File: config.mk
export PLATFORM = sky130hd
export DESIGN_NAME = string_hash_bucket
export DESIGN_NICKNAME = d
export VERILOG_FILES = /design/src/rtl/sbh_pkg.sv /design/src/rtl/string_hash_bucket.sv /design/src/rtl/sbh_mix_alu.sv /design/src/rtl/sbh_divider.sv
export SDC_FILE = /design/constraint.sdc
export NUM_CORES = 1
export LEC_CHECK = 0
export ABC_CLOCK_PERIOD_IN_PS = 6600
export BUFFER_PORTS_ARGS = -buffer_cell sky130_fd_sc_hd__buf_2
export CAP_MARGIN = 20
export CORE_ASPECT_RATIO = 0.9
export CORE_UTILIZATION = 35
export CTS_CLUSTER_DIAMETER = 200
export DETAILED_ROUTE_END_ITERATION = 12
export PLACE_DENSITY_LB_ADDON = 0.3
export SETUP_SLACK_MARGIN = 0.2
export SLEW_MARGIN = 15
export SYNTH_ARGS = -nofsm -noshare
export SYNTH_HDL_FRONTEND = slang
export SYNTH_SLANG_ARGS = --single-unit
File: constraint.sdc
create_clock -name clk -period 6.6 [get_ports clk]
set_clock_uncertainty 0.1 [all_clocks]
set_input_delay 0.33 -clock clk [delete_from_list [all_inputs] [get_ports clk]]
set_output_delay 0.33 -clock clk [all_outputs]
set_load 0.05 [all_outputs]
File: src/rtl/sbh_pkg.sv
// shared types, constants and the mixing microcode for the string hash bucket block
package sbh_pkg;

	// input and result words
	typedef struct packed {
		logic [15:0] key_length;
		logic [31:0] chunk;
		logic [2:0]  chunk_bytes;
		logic        last_chunk;
	} sbh_in_t;

	typedef struct packed {
		logic [31:0] bucket;
		logic        length_error;
	} sbh_out_t;

	localparam int unsigned MAX_KEY_BYTES    = 32'd65535;
	localparam logic [2:0]  FULL_CHUNK_BYTES = 3'd4;
	localparam int unsigned MIX_HI_SHIFT     = 11;

	// microcode program counter and entry points
	localparam int PC_W = 5;
	typedef logic [PC_W-1:0] sbh_pc_t;

	localparam sbh_pc_t PC_FULL  = 5'd0;
	localparam sbh_pc_t PC_TAIL3 = 5'd3;
	localparam sbh_pc_t PC_TAIL2 = 5'd7;
	localparam sbh_pc_t PC_TAIL1 = 5'd10;
	localparam sbh_pc_t PC_AVAL  = 5'd13;

	typedef enum logic {
		OP_ADD = 1'b0,
		OP_XOR = 1'b1
	} sbh_op_t;

	typedef enum logic [2:0] {
		SRC_SHL     = 3'd0,
		SRC_SHR     = 3'd1,
		SRC_LO16    = 3'd2,
		SRC_SEXT_LO = 3'd3,
		SRC_SEXT_HI = 3'd4,
		SRC_MIX     = 3'd5
	} sbh_src_t;

	typedef enum logic [1:0] {
		NXT_STEP       = 2'd0,
		NXT_AVAL       = 2'd1,
		NXT_CHUNK_DONE = 2'd2,
		NXT_HASH_DONE  = 2'd3
	} sbh_nxt_t;

	typedef struct packed {
		sbh_op_t    op;
		sbh_src_t   src;
		logic [4:0] shamt;
		sbh_nxt_t   nxt;
	} sbh_uop_t;

	typedef struct packed {
		logic busy;
		logic done;
	} sbh_div_stat_t;

	// one alu step per entry: h = h op operand
	function automatic sbh_uop_t sbh_uop(input sbh_pc_t pc);
		sbh_uop_t u;
		unique case (pc)
			PC_FULL:          u = '{OP_ADD, SRC_LO16,    5'd0,  NXT_STEP};
			PC_FULL  + 5'd1:  u = '{OP_XOR, SRC_MIX,     5'd16, NXT_STEP};
			PC_FULL  + 5'd2:  u = '{OP_ADD, SRC_SHR,     5'd11, NXT_CHUNK_DONE};
			PC_TAIL3:         u = '{OP_ADD, SRC_LO16,    5'd0,  NXT_STEP};
			PC_TAIL3 + 5'd1:  u = '{OP_XOR, SRC_SHL,     5'd16, NXT_STEP};
			PC_TAIL3 + 5'd2:  u = '{OP_XOR, SRC_SEXT_HI, 5'd18, NXT_STEP};
			PC_TAIL3 + 5'd3:  u = '{OP_ADD, SRC_SHR,     5'd11, NXT_AVAL};
			PC_TAIL2:         u = '{OP_ADD, SRC_LO16,    5'd0,  NXT_STEP};
			PC_TAIL2 + 5'd1:  u = '{OP_XOR, SRC_SHL,     5'd11, NXT_STEP};
			PC_TAIL2 + 5'd2:  u = '{OP_ADD, SRC_SHR,     5'd17, NXT_AVAL};
			PC_TAIL1:         u = '{OP_ADD, SRC_SEXT_LO, 5'd0,  NXT_STEP};
			PC_TAIL1 + 5'd1:  u = '{OP_XOR, SRC_SHL,     5'd10, NXT_STEP};
			PC_TAIL1 + 5'd2:  u = '{OP_ADD, SRC_SHR,     5'd1,  NXT_AVAL};
			PC_AVAL:          u = '{OP_XOR, SRC_SHL,     5'd3,  NXT_STEP};
			PC_AVAL  + 5'd1:  u = '{OP_ADD, SRC_SHR,     5'd5,  NXT_STEP};
			PC_AVAL  + 5'd2:  u = '{OP_XOR, SRC_SHL,     5'd4,  NXT_STEP};
			PC_AVAL  + 5'd3:  u = '{OP_ADD, SRC_SHR,     5'd17, NXT_STEP};
			PC_AVAL  + 5'd4:  u = '{OP_XOR, SRC_SHL,     5'd25, NXT_STEP};
			PC_AVAL  + 5'd5:  u = '{OP_ADD, SRC_SHR,     5'd6,  NXT_HASH_DONE};
			default:          u = '{OP_XOR, SRC_SHR,     5'd0,  NXT_CHUNK_DONE};
		endcase
		return u;
	endfunction

endpackage

File: src/rtl/string_hash_bucket.sv
// string_hash_bucket: hashes a chunked byte key and reduces it to a table bucket
//
// in channel: one word per 4-byte key chunk; the first word of a key carries key_length,
// full chunks have last_chunk 0 and 4 bytes, the final word holds the 0 to 3 tail bytes.
// out channel: one word per finished key (bucket) or per malformed word (length_error).
// cfg channel: cfg_data writes table_size; cfg_ready is always high, write only when idle.
// a full chunk keeps in_ready low while the mixing microcode runs on the
// shared alu. a last chunk runs 9 or 10 alu steps (tail rule plus avalanche), then the
// bit-serial remainder unit reduces the hash to the bucket word. a malformed word gives
// its error word on the next cycle.
// in_ready is also low while a result word waits and out_ready is low, so a stalled
// receiver holds the block after at most one pending word.
// reset clears the running hash and key state, sets table_size to 1024 and drops
// out_valid.
module string_hash_bucket
	import sbh_pkg::*;
#(
	parameter int HASH_WIDTH = 64
) (
	input  logic        clk,
	input  logic        arst_n,
	input  logic        in_valid,
	output logic        in_ready,
	input  sbh_in_t     in_data,
	output logic        out_valid,
	input  logic        out_ready,
	output sbh_out_t    out_data,
	input  logic        cfg_valid,
	output logic        cfg_ready,
	input  logic [31:0] cfg_data
);

	typedef enum logic [2:0] {
		ST_IDLE = 3'b001,
		ST_MIX  = 3'b010,
		ST_DIV  = 3'b100
	} state_t;

	state_t                state_q;
	sbh_pc_t               pc_q;
	logic [HASH_WIDTH-1:0] hash_q;
	logic [15:0]           bytes_left_q;
	logic                  in_key_q;
	logic [31:0]           chunk_q;
	logic [31:0]           table_size_q;
	logic                  out_valid_q;
	sbh_out_t              out_data_q;

	logic                  in_fire;
	logic [HASH_WIDTH-1:0] h_start;
	logic [15:0]           bl_start;
	logic [15:0]           nb_ext;
	logic                  too_long;
	logic                  chunk_bad;
	logic                  accept_fail;
	sbh_pc_t               start_pc;
	sbh_uop_t              uop;
	logic [HASH_WIDTH-1:0] alu_h;
	logic                  div_start;
	sbh_div_stat_t         div_stat;
	logic [31:0]           div_rem;

	assign in_ready  = (state_q == ST_IDLE) && (!out_valid_q || out_ready);
	assign in_fire   = in_valid && in_ready;
	assign cfg_ready = 1'b1;
	assign out_valid = out_valid_q;
	assign out_data  = out_data_q;

	// first word of a key seeds hash and byte count from key_length
	always_comb begin
		h_start  = in_key_q ? hash_q : HASH_WIDTH'(in_data.key_length);
		bl_start = in_key_q ? bytes_left_q : in_data.key_length;
		nb_ext   = 16'(in_data.chunk_bytes);
		too_long = !in_key_q && (32'(in_data.key_length) > MAX_KEY_BYTES);
		if (!in_data.last_chunk) begin
			chunk_bad = (in_data.chunk_bytes != FULL_CHUNK_BYTES) || (bl_start < 16'd4);
		end else begin
			chunk_bad = (nb_ext != bl_start) || (bl_start > 16'd3);
		end
		accept_fail = too_long || chunk_bad;
		if (!in_data.last_chunk) begin
			start_pc = PC_FULL;
		end else begin
			case (in_data.chunk_bytes)
				3'd3:    start_pc = PC_TAIL3;
				3'd2:    start_pc = PC_TAIL2;
				default: start_pc = PC_TAIL1;
			endcase
		end
	end

	assign uop = sbh_uop(pc_q);

	sbh_mix_alu #(
		.W(HASH_WIDTH)
	) u_alu (
		.uop    (uop),
		.h      (hash_q),
		.chunk  (chunk_q),
		.h_next (alu_h)
	);

	assign div_start = (state_q == ST_MIX) && (uop.nxt == NXT_HASH_DONE);

	sbh_divider #(
		.DW(HASH_WIDTH)
	) u_div (
		.clk       (clk),
		.arst_n    (arst_n),
		.start     (div_start),
		.dividend  (alu_h),
		.divisor   (table_size_q),
		.stat      (div_stat),
		.remainder (div_rem)
	);

	always_ff @(posedge clk or negedge arst_n) begin
		if (!arst_n) begin
			state_q      <= ST_IDLE;
			pc_q         <= PC_FULL;
			hash_q       <= '0;
			bytes_left_q <= '0;
			in_key_q     <= 1'b0;
			table_size_q <= 32'd1024;
			out_valid_q  <= 1'b0;
		end else begin
			if (cfg_valid && cfg_ready) begin
				table_size_q <= cfg_data;
			end
			// a new result word may load on the edge that hands off the old one
			if ((in_fire && accept_fail) || ((state_q == ST_DIV) && div_stat.done)) begin
				out_valid_q <= 1'b1;
			end else if (out_ready) begin
				out_valid_q <= 1'b0;
			end
			unique case (state_q)
				ST_IDLE: begin
					if (in_fire) begin
						if (accept_fail) begin
							in_key_q     <= 1'b0;
							bytes_left_q <= '0;
							hash_q       <= '0;
						end else begin
							hash_q  <= h_start;
							pc_q    <= start_pc;
							state_q <= ST_MIX;
							if (in_data.last_chunk) begin
								in_key_q     <= 1'b0;
								bytes_left_q <= '0;
							end else begin
								in_key_q     <= 1'b1;
								bytes_left_q <= bl_start - 16'd4;
							end
						end
					end
				end
				ST_MIX: begin
					case (uop.nxt)
						NXT_STEP: begin
							hash_q <= alu_h;
							pc_q   <= pc_q + 1'b1;
						end
						NXT_AVAL: begin
							hash_q <= alu_h;
							pc_q   <= PC_AVAL;
						end
						NXT_CHUNK_DONE: begin
							hash_q  <= alu_h;
							state_q <= ST_IDLE;
						end
						default: begin
							// hash goes to the divider, running state starts over
							hash_q  <= '0;
							state_q <= ST_DIV;
						end
					endcase
				end
				ST_DIV: begin
					if (div_stat.done) begin
						state_q <= ST_IDLE;
					end
				end
				default: state_q <= ST_IDLE;
			endcase
		end
	end

	always_ff @(posedge clk) begin
		if (in_fire) begin
			// a zero-byte tail mixes a zero byte
			if (in_data.last_chunk && (in_data.chunk_bytes == 3'd0)) begin
				chunk_q <= '0;
			end else begin
				chunk_q <= in_data.chunk;
			end
			if (accept_fail) begin
				out_data_q.bucket       <= '0;
				out_data_q.length_error <= 1'b1;
			end
		end else if ((state_q == ST_DIV) && div_stat.done) begin
			out_data_q.bucket       <= (table_size_q == '0) ? '0 : div_rem;
			out_data_q.length_error <= 1'b0;
		end
	end

`ifndef SYNTHESIS
	a_err_zero_bucket: assert property (@(posedge clk) disable iff (!arst_n)
		out_valid && out_data.length_error |-> out_data.bucket == '0)
		else $error("error word with nonzero bucket");

	a_bucket_in_range: assert property (@(posedge clk) disable iff (!arst_n)
		out_valid && !out_data.length_error && table_size_q != '0
		|-> out_data.bucket < table_size_q)
		else $error("bucket not below table size");

	a_busy_no_pending: assert property (@(posedge clk) disable iff (!arst_n)
		(state_q == ST_MIX || state_q == ST_DIV) |-> !out_valid_q)
		else $error("result word pending while a word is in work");

	a_div_tracks_fsm: assert property (@(posedge clk) disable iff (!arst_n)
		state_q == ST_DIV |-> div_stat.busy || div_stat.done)
		else $error("divider idle during divide state");

	a_div_start_once: assert property (@(posedge clk) disable iff (!arst_n)
		div_start |=> state_q == ST_DIV && div_stat.busy)
		else $error("divider did not start");
`endif

endmodule

File: src/rtl/sbh_mix_alu.sv
// shared add/xor/shift unit that performs one hash mixing step per cycle
module sbh_mix_alu
	import sbh_pkg::*;
#(
	parameter int W = 64
) (
	input  sbh_uop_t     uop,
	input  logic [W-1:0] h,
	input  logic [31:0]  chunk,
	output logic [W-1:0] h_next
);

	logic [W-1:0] operand;
	logic [W-1:0] sext_lo;
	logic [W-1:0] sext_hi;
	logic [W-1:0] hi_mix;

	// tail bytes count as signed char
	assign sext_lo = {{(W-8){chunk[7]}}, chunk[7:0]};
	assign sext_hi = {{(W-8){chunk[23]}}, chunk[23:16]} << uop.shamt;
	assign hi_mix  = W'(chunk[31:16]) << MIX_HI_SHIFT;

	always_comb begin
		case (uop.src)
			SRC_SHL:     operand = h << uop.shamt;
			SRC_SHR:     operand = h >> uop.shamt;
			SRC_LO16:    operand = W'(chunk[15:0]);
			SRC_SEXT_LO: operand = sext_lo;
			SRC_SEXT_HI: operand = sext_hi;
			SRC_MIX:     operand = (h << uop.shamt) ^ hi_mix;
			default:     operand = '0;
		endcase
		h_next = (uop.op == OP_XOR) ? (h ^ operand) : (h + operand);
	end

endmodule

File: src/rtl/sbh_divider.sv
// restoring divider, one quotient bit per cycle, keeps only the remainder
module sbh_divider
	import sbh_pkg::*;
#(
	parameter int DW = 64
) (
	input  logic          clk,
	input  logic          arst_n,
	input  logic          start,
	input  logic [DW-1:0] dividend,
	input  logic [31:0]   divisor,
	output sbh_div_stat_t stat,
	output logic [31:0]   remainder
);

	localparam int CNT_W = $clog2(DW + 1);

	logic [CNT_W-1:0] cnt_q;
	logic             done_q;
	logic [DW-1:0]    dvd_q;
	logic [31:0]      rem_q;
	logic [32:0]      trial;
	logic [32:0]      diff;
	logic [31:0]      rem_next;

	assign trial    = {rem_q, dvd_q[DW-1]};
	assign diff     = trial - {1'b0, divisor};
	assign rem_next = (trial >= {1'b0, divisor}) ? diff[31:0] : trial[31:0];

	always_ff @(posedge clk or negedge arst_n) begin
		if (!arst_n) begin
			cnt_q  <= '0;
			done_q <= 1'b0;
		end else if (start) begin
			cnt_q  <= CNT_W'(DW);
			done_q <= 1'b0;
		end else if (cnt_q != '0) begin
			cnt_q  <= cnt_q - 1'b1;
			done_q <= (cnt_q == CNT_W'(1));
		end else begin
			done_q <= 1'b0;
		end
	end

	always_ff @(posedge clk) begin
		if (start) begin
			dvd_q <= dividend;
			rem_q <= '0;
		end else if (cnt_q != '0) begin
			dvd_q <= dvd_q << 1;
			rem_q <= rem_next;
		end
	end

	assign stat.busy = (cnt_q != '0);
	assign stat.done = done_q;
	assign remainder = rem_q;

endmodule
==> qor.txt, run 1 <==
status: finished clean
total I/O pin count: 125
Rows: 95
relative slew slack: 21.6%
Critical Path Slowest Stage Cell: ha_1
Net Sw Power: 7980 uW
Net Sw Frac: 48.3%
Max stage delay on crit path: 0.44 ns
min Tclk post-route: 6.29 ns
Yosys top cell by area: edfxtp_1
Synth Instances: 3362
routed vias/inst: 5.89
syn nets: 3558
clk sinks: 291
top cell type's share of synthesized area: 14.4%
DP Area: 31800 um2
HP Class: in -> reg
CTS Buf Count: 36
RSZ-0062 raised after global routing: true
max-cap violation count: 0
Initial Utilization: 35.7%
nets: 4121
Flop pwr share: 16.5%
IO buf count: 123
worst path arrival time: 6.51 ns
clock network power share: 13.6%
Worst-path clk slew: 0.06 ns
Via Count: 29300
full die area: 77800 um2
Seq/Total Area, Yosys: 29.0%
Post-Syn Area: 26800 um2
height of the die: 265 um
DR pass1 iterations: 6
Tot GR Track Use: 27.5%
fraction of registers with async set/reset: 44.7%
CTS tree: yes
DRC violations left: 0
clock latency at the later pin of the worst-skew pair: 0.60 ns
critical path type: reg -> reg
deepest clock path buffer count: 3
layout cells sized above 1: 25.8%
Power Total: 16500 uW
Final Max Slew Viols: 0
core area: 75200 um2
Setup crit end kind: flop
slew at the pin closest to its max-slew limit: 1.16 ns
Filler Cells Inserted: 7239
buffers and inverters on the worst path: 5
Post-Route Utilization: 47.4%
die width: 294 um
clk root buf: clkbuf_16
dpl hpwl: 84.6 mm
CP startpoint kind: flop
initial antenna violation count: 1
Final setup viols: 0
Placer Congestion: 1.08
Worst EP required: 6.81 ns
final setup TNS: 0 ns
synthesis-stage register bit count: 291
finished layout cell area: 35600 um2
global route overflow: 0
Peak VDD IR: 0.286 mV
warnings from Yosys: 0
fmax: 159 MHz
final WL: 112 mm
Pleak: 0.0151 uW
CTS H-Tree Depth: 2
CP max FO: 7
Fin. Hold Viols: 0
CP delay by family, top: compound AO/OA/AOI/OAI gates
ANT nets after route: 0
vias in the first global route: 26700
number of synthesized flops with an enable pin: 129
cell internal pwr: 8530 uW
Syn Area/Cell: 7.98 um2
Power Density: 463 nW/um2
Iter 0 DRT Violations: 3514
Synth area leaders: edfxtp_1 (14%), dfrtp_1 (12%), mux2i_1 (12%)
Comb power frac: 69.9%
first-pass GRT wire length: 165 mm
area of the multi-input gates: 18900 um2
synth unique cells: 104
prevailing post-synth register cell: edfxtp_1
layout overhead on the synthesized area: 32.8%
largest net degree at the start of global routing: 69
Register Area: 7770 um2
Final Cycle Share: 95.4%
drt wl/cell: 22.6 um
## registers in the layout, summed over array words and instances, names as in the netlist
register / count
hash_q: 64
u_div.dvd_q: 64
out_data: 33
chunk_q: 32
table_size_q: 32
u_div.remainder: 32
bytes_left_q: 16
u_div.cnt_q: 7
pc_q: 5
state_q: 3
in_key_q: 1
out_valid: 1
u_div.done_q: 1
## Yosys cell counts, types with 29 or more instances
cell type	n
dfxtp_1	32
nor2b_1	48
mux2_2	43
xor2_1	47
nor2_1	251
nand4_1	29
o21ai_0	237
nor3_1	41
o211ai_1	45
mux2i_1	317
nand3_1	77
a21o_1	45
buf_2	65
a31oi_1	39
clkbuf_1	149
and2_1	55
inv_1	71
a211oi_1	55
xnor2_1	71
ha_1	105
a21oi_1	251
edfxtp_1	129
nand2_1	534
dfrtp_1	128
o21ai_1	67
and3_1	32
## layout make-up
class                   count  area share (%)
clock inverters            24            1.13
diodes                      2          0.0140
clock buffers              42            2.67
well taps                1018            3.57
repair buffers            768            16.9
inverters                  74           0.779
flip-flops and latches    291            21.8
multi-input cells        2754            53.1
## worst min-delay path, cell delays in order
cell and delay (ns):
buf_2 0.23, a211oi_1 0.13, a21oi_1 0.10
## final timing paths
path	startpoint	to	slack [ns]	cells after the start
worst max-delay path	pc_q[1]$_DFFE_PN0P_	u_div.dvd_q[63]$_DFFE_PP_	0.31	27
worst min-delay path	in_data[0]	pc_q[1]$_DFFE_PN0P_	0.16	3
worst max register to register	pc_q[1]$_DFFE_PN0P_	u_div.dvd_q[63]$_DFFE_PP_	0.31	27
worst min register to register	u_div.dvd_q[36]$_DFFE_PP_	u_div.dvd_q[37]$_DFFE_PP_	0.40	2
max in group asynchronous	arst_n	out_valid$_DFFE_PN0P_	4.71	3
min in group asynchronous	arst_n	hash_q[1]$_DFFE_PN0P_	0.26	2
## metrics by stage
stage          std cells  hold slack (ns)  setup slack [ns]
2_1_floorplan       3362          -0.0656             0.411
3_3_place_gp        4763            0.299            -0.277
3_5_place_dp        4763            0.298            -0.254
4_1_cts             4925            0.127             0.184
5_1_grt             4971            0.175             0.139
6_report            4973            0.160             0.305
## per-layer routing
metal	up-vias	part of all wire, %	GRT usage [%]
met1	14000	44	39.9
met3	301	10	5.77
met2	1569	42	39.9
met4	2	3.9	9.83
li1	13500	-	-
met5	-	0.012	0
## power groups by stage
stage	clock [uW]	sequential (uW)	combinational, uW
6_report	2250	2730	11500
5_1_grt	2360	2780	12100
4_1_cts	2290	2710	10400
3_5_place_dp	0	2740	10200
3_3_place_gp	0	2740	10200
2_1_floorplan	0	2750	6020
## cells by family (layout without fill, tap and decap cells)
logic type               Yosys count  after routing  share of synthesized area (%)
AND/OR/NAND/NOR                 1155           1156                           19.5
AO/OA/AOI/OAI                   1009           1009                           23.8
multiplexers                     363            363                           13.8
buffers and inverters            318            908                           5.04
flip-flops                       291            291                           29.0
XOR/XNOR                         118            118                           3.85
adder cells (fa/ha/maj)          107            107                           5.04
other                              1              3                         0.0140
## repair_timing
item | CTS | global route
endpoints found under the hold margin | 143 | 0
setup endpoints to repair | 40 | 66
gates resized for setup | 37 | 206
gates cloned | 1 | 4
hold buffers | 81 | 0
buffers inserted | 14 | 42
pin swaps | 9 | 71
## layout by cell type, fill, tap and decap left out, types with 47 or more instances in the layout
cell | Yosys | final
a211oi_1 | 55 | 48
a21oi_1 | 251 | 226
and2_1 | 55 | 54
buf_2 | 65 | 122
buf_4 | 12 | 532
dfrtp_1 | 128 | 127
dlygate4sd3_1 | 0 | 81
edfxtp_1 | 129 | 129
ha_1 | 105 | 92
inv_1 | 71 | 69
mux2i_1 | 317 | 254
mux2i_2 | 0 | 50
nand2_1 | 534 | 530
nand3_1 | 77 | 75
nor2_1 | 251 | 244
nor2b_1 | 48 | 47
o21ai_0 | 237 | 219
o21ai_1 | 67 | 77
xnor2_1 | 71 | 68
No activity file was read; power rests on OpenSTA's default activity.
==> run 2, diff against run 1 <==
ABC_CLOCK_PERIOD_IN_PS = 5400   (was 6600)
clock period = 5.4 ns   (was 6.6 ns; I/O delays follow)
==> run 2 against run 1 <==
Compared with the run above: the flow now finishes with violations (negative setup slack); die area stayed put; combinational power is 50% higher; sequential share of layout area is 2.9 points lower; global-route usage is 4.0 points higher; count of clock-buffer cells in the layout is 2 higher; maximum frequency is 2.5% lower; power is 39% higher; register-to-register slack worse by 1.4 ns; cell count is 10% higher; largest power group unchanged.
==> qor.txt, run 2 (same netlist as run 1, synthesis figures left out) <==
die width: 294 um
finished layout cell area: 41200 um2
HP Class: in -> async
Power Total: 23000 uW
Initial Utilization: 35.7%
DP Area: 35500 um2
relative slew slack: 26.8%
Final setup viols: 102
CTS H-Tree Depth: 2
Via Count: 31700
cell repeated most along the worst path: buf_12
DRC violations left: 0
CP startpoint kind: flop
first-pass GRT wire length: 187 mm
Final Cycle Share: 120%
Final Max Slew Viols: 0
Worst EP required: 5.60 ns
full die area: 77800 um2
violated checks: negative setup slack
initial antenna violation count: 4
most frequent cells in the layout: buf_4 (976), nand2_1 (514), mux2i_1 (247), nor2_1 (229), a21oi_1 (196)
Power Density: 559 nW/um2
CTS Buf Count: 37
core area: 75200 um2
Peak VDD IR: 0.314 mV
Critical Path Slowest Stage Cell: ha_1
final setup TNS: -60.59 ns
clock latency at the later pin of the worst-skew pair: 0.59 ns
final WL: 129 mm
critical path type: reg -> reg
clk root buf: clkbuf_16
layout overhead on the synthesized area: 53.4%
Placer Congestion: 1.06
max-cap violation count: 0
Fin. Hold Viols: 0
height of the die: 265 um
worst path arrival time: 6.66 ns
Iter 0 DRT Violations: 4060
clk sinks: 291
Setup crit end kind: flop
CP max FO: 16
layout cells sized above 1: 38.5%
Tot GR Track Use: 31.5%
dpl hpwl: 97.2 mm
CTS tree: yes
slew at the pin closest to its max-slew limit: 1.10 ns
Worst-path clk slew: 0.06 ns
drt wl/cell: 23.5 um
routed vias/inst: 5.79
Rows: 95
status: finished, violations left
vias in the first global route: 29500
min Tclk post-route: 6.46 ns
DR pass1 iterations: 6
Max stage delay on crit path: 0.47 ns
nets: 4630
RSZ-0062 raised after global routing: true
Pleak: 0.0180 uW
largest net degree at the start of global routing: 65
fmax: 155 MHz
most common cell after layout, fill and taps aside: buf_4
IO buf count: 123
global route overflow: 0
worst hold-check slack: 0.0719 ns
ANT nets after route: 0
total I/O pin count: 125
deepest clock path buffer count: 3
Final WS setup: -1.06 ns
run 2: cell types whose count changed in the layout (fill, tap and decap cells not counted), sizes merged, moves of 2 or more:
cell | before | now
bufinv | 7 | 2
clkinv | 13 | 19
buf | 682 | 1192
inv | 76 | 74
run 2: power breakdown:
group | leakage [uW] | internal (uW) | switching (uW)
registers | 0.00332 | 2960 | 356
logic | 0.0141 | 7710 | 9510
clock network | 0.000585 | 1400 | 1090
total | 0.0180 | 12100 | 11000
run 2: what timing repair did:
item,4_1_cts,5_1_grt
cloned,5,2
setup endpoints to repair,114,120
setup buffers,65,46
hold endpoints to repair,123,0
pin swaps,105,104
hold buffers,81,0
resized for setup,365,202
run 2: final timing paths:
| check | startpoint | endpoint | cells after the start | slack (ns) |
|---|---|---|---|---|
| min in group clk | in_data[0] | pc_q[1]$_DFFE_PN0P_ | 3 | 0.12 |
| worst min-delay path | arst_n | table_size_q[8]$_DFFE_PN0P_ | 2 | 0.07 |
| worst max register to register | pc_q[0]$_DFFE_PN0P_ | u_div.dvd_q[62]$_DFFE_PP_ | 29 | -1.06 |
| worst min register to register | u_div.done_q$_DFF_PN0_ | state_q[2]$_DFFE_PN0P_ | 1 | 0.37 |
| worst max-delay path | pc_q[0]$_DFFE_PN0P_ | u_div.dvd_q[62]$_DFFE_PP_ | 29 | -1.06 |
| max in group asynchronous | arst_n | pc_q[1]$_DFFE_PN0P_ | 3 | 4.06 |
run 2: metrics by stage:
stage | util (%) | instances | worst slack, ns
after detailed placement | 47.2 | 5214 | -1.29
final | 54.7 | 5484 | -1.06
after floorplan | - | 3362 | -0.240
after CTS | 52.9 | 5433 | -0.770
after global routing | 54.7 | 5481 | -1.13
after global placement | 47.2 | 5214 | -1.28
run 2: worst max-delay path: cells and delay by family, from the launching register on:
| kind | cells | cell delay [ns] |
|---|---|---|
| AOI/OAI and AO/OA | 9 | 1.77 |
| buffers and inverters | 7 | 1.15 |
| and+or+nand+nor | 7 | 1.05 |
| muxes | 3 | 0.81 |
| adders and majority gates | 2 | 0.68 |
| DFF | 1 | 0.40 |
| xor gates and xnor gates | 1 | 0.20 |
run 2: area by class of cell:
cell class              count  area (um2)
inverters                  74         280
multi-input cells        2755       20400
flip-flops and latches    291        7770
diodes                      3        7.51
clock inverters            24         235
repair buffers           1275       10200
clock buffers              44         972
well taps                1018        1270
fillers                  6841       34100
run 2: per-layer routing:
metal | GRT usage, % | routed length, um | part of all wire, %
met5 | 0 | 18 | 0.014
met4 | 9.53 | 4740 | 3.7
met3 | 5.59 | 12700 | 9.8
met2 | 46.7 | 54900 | 43
met1 | 46.3 | 56700 | 44
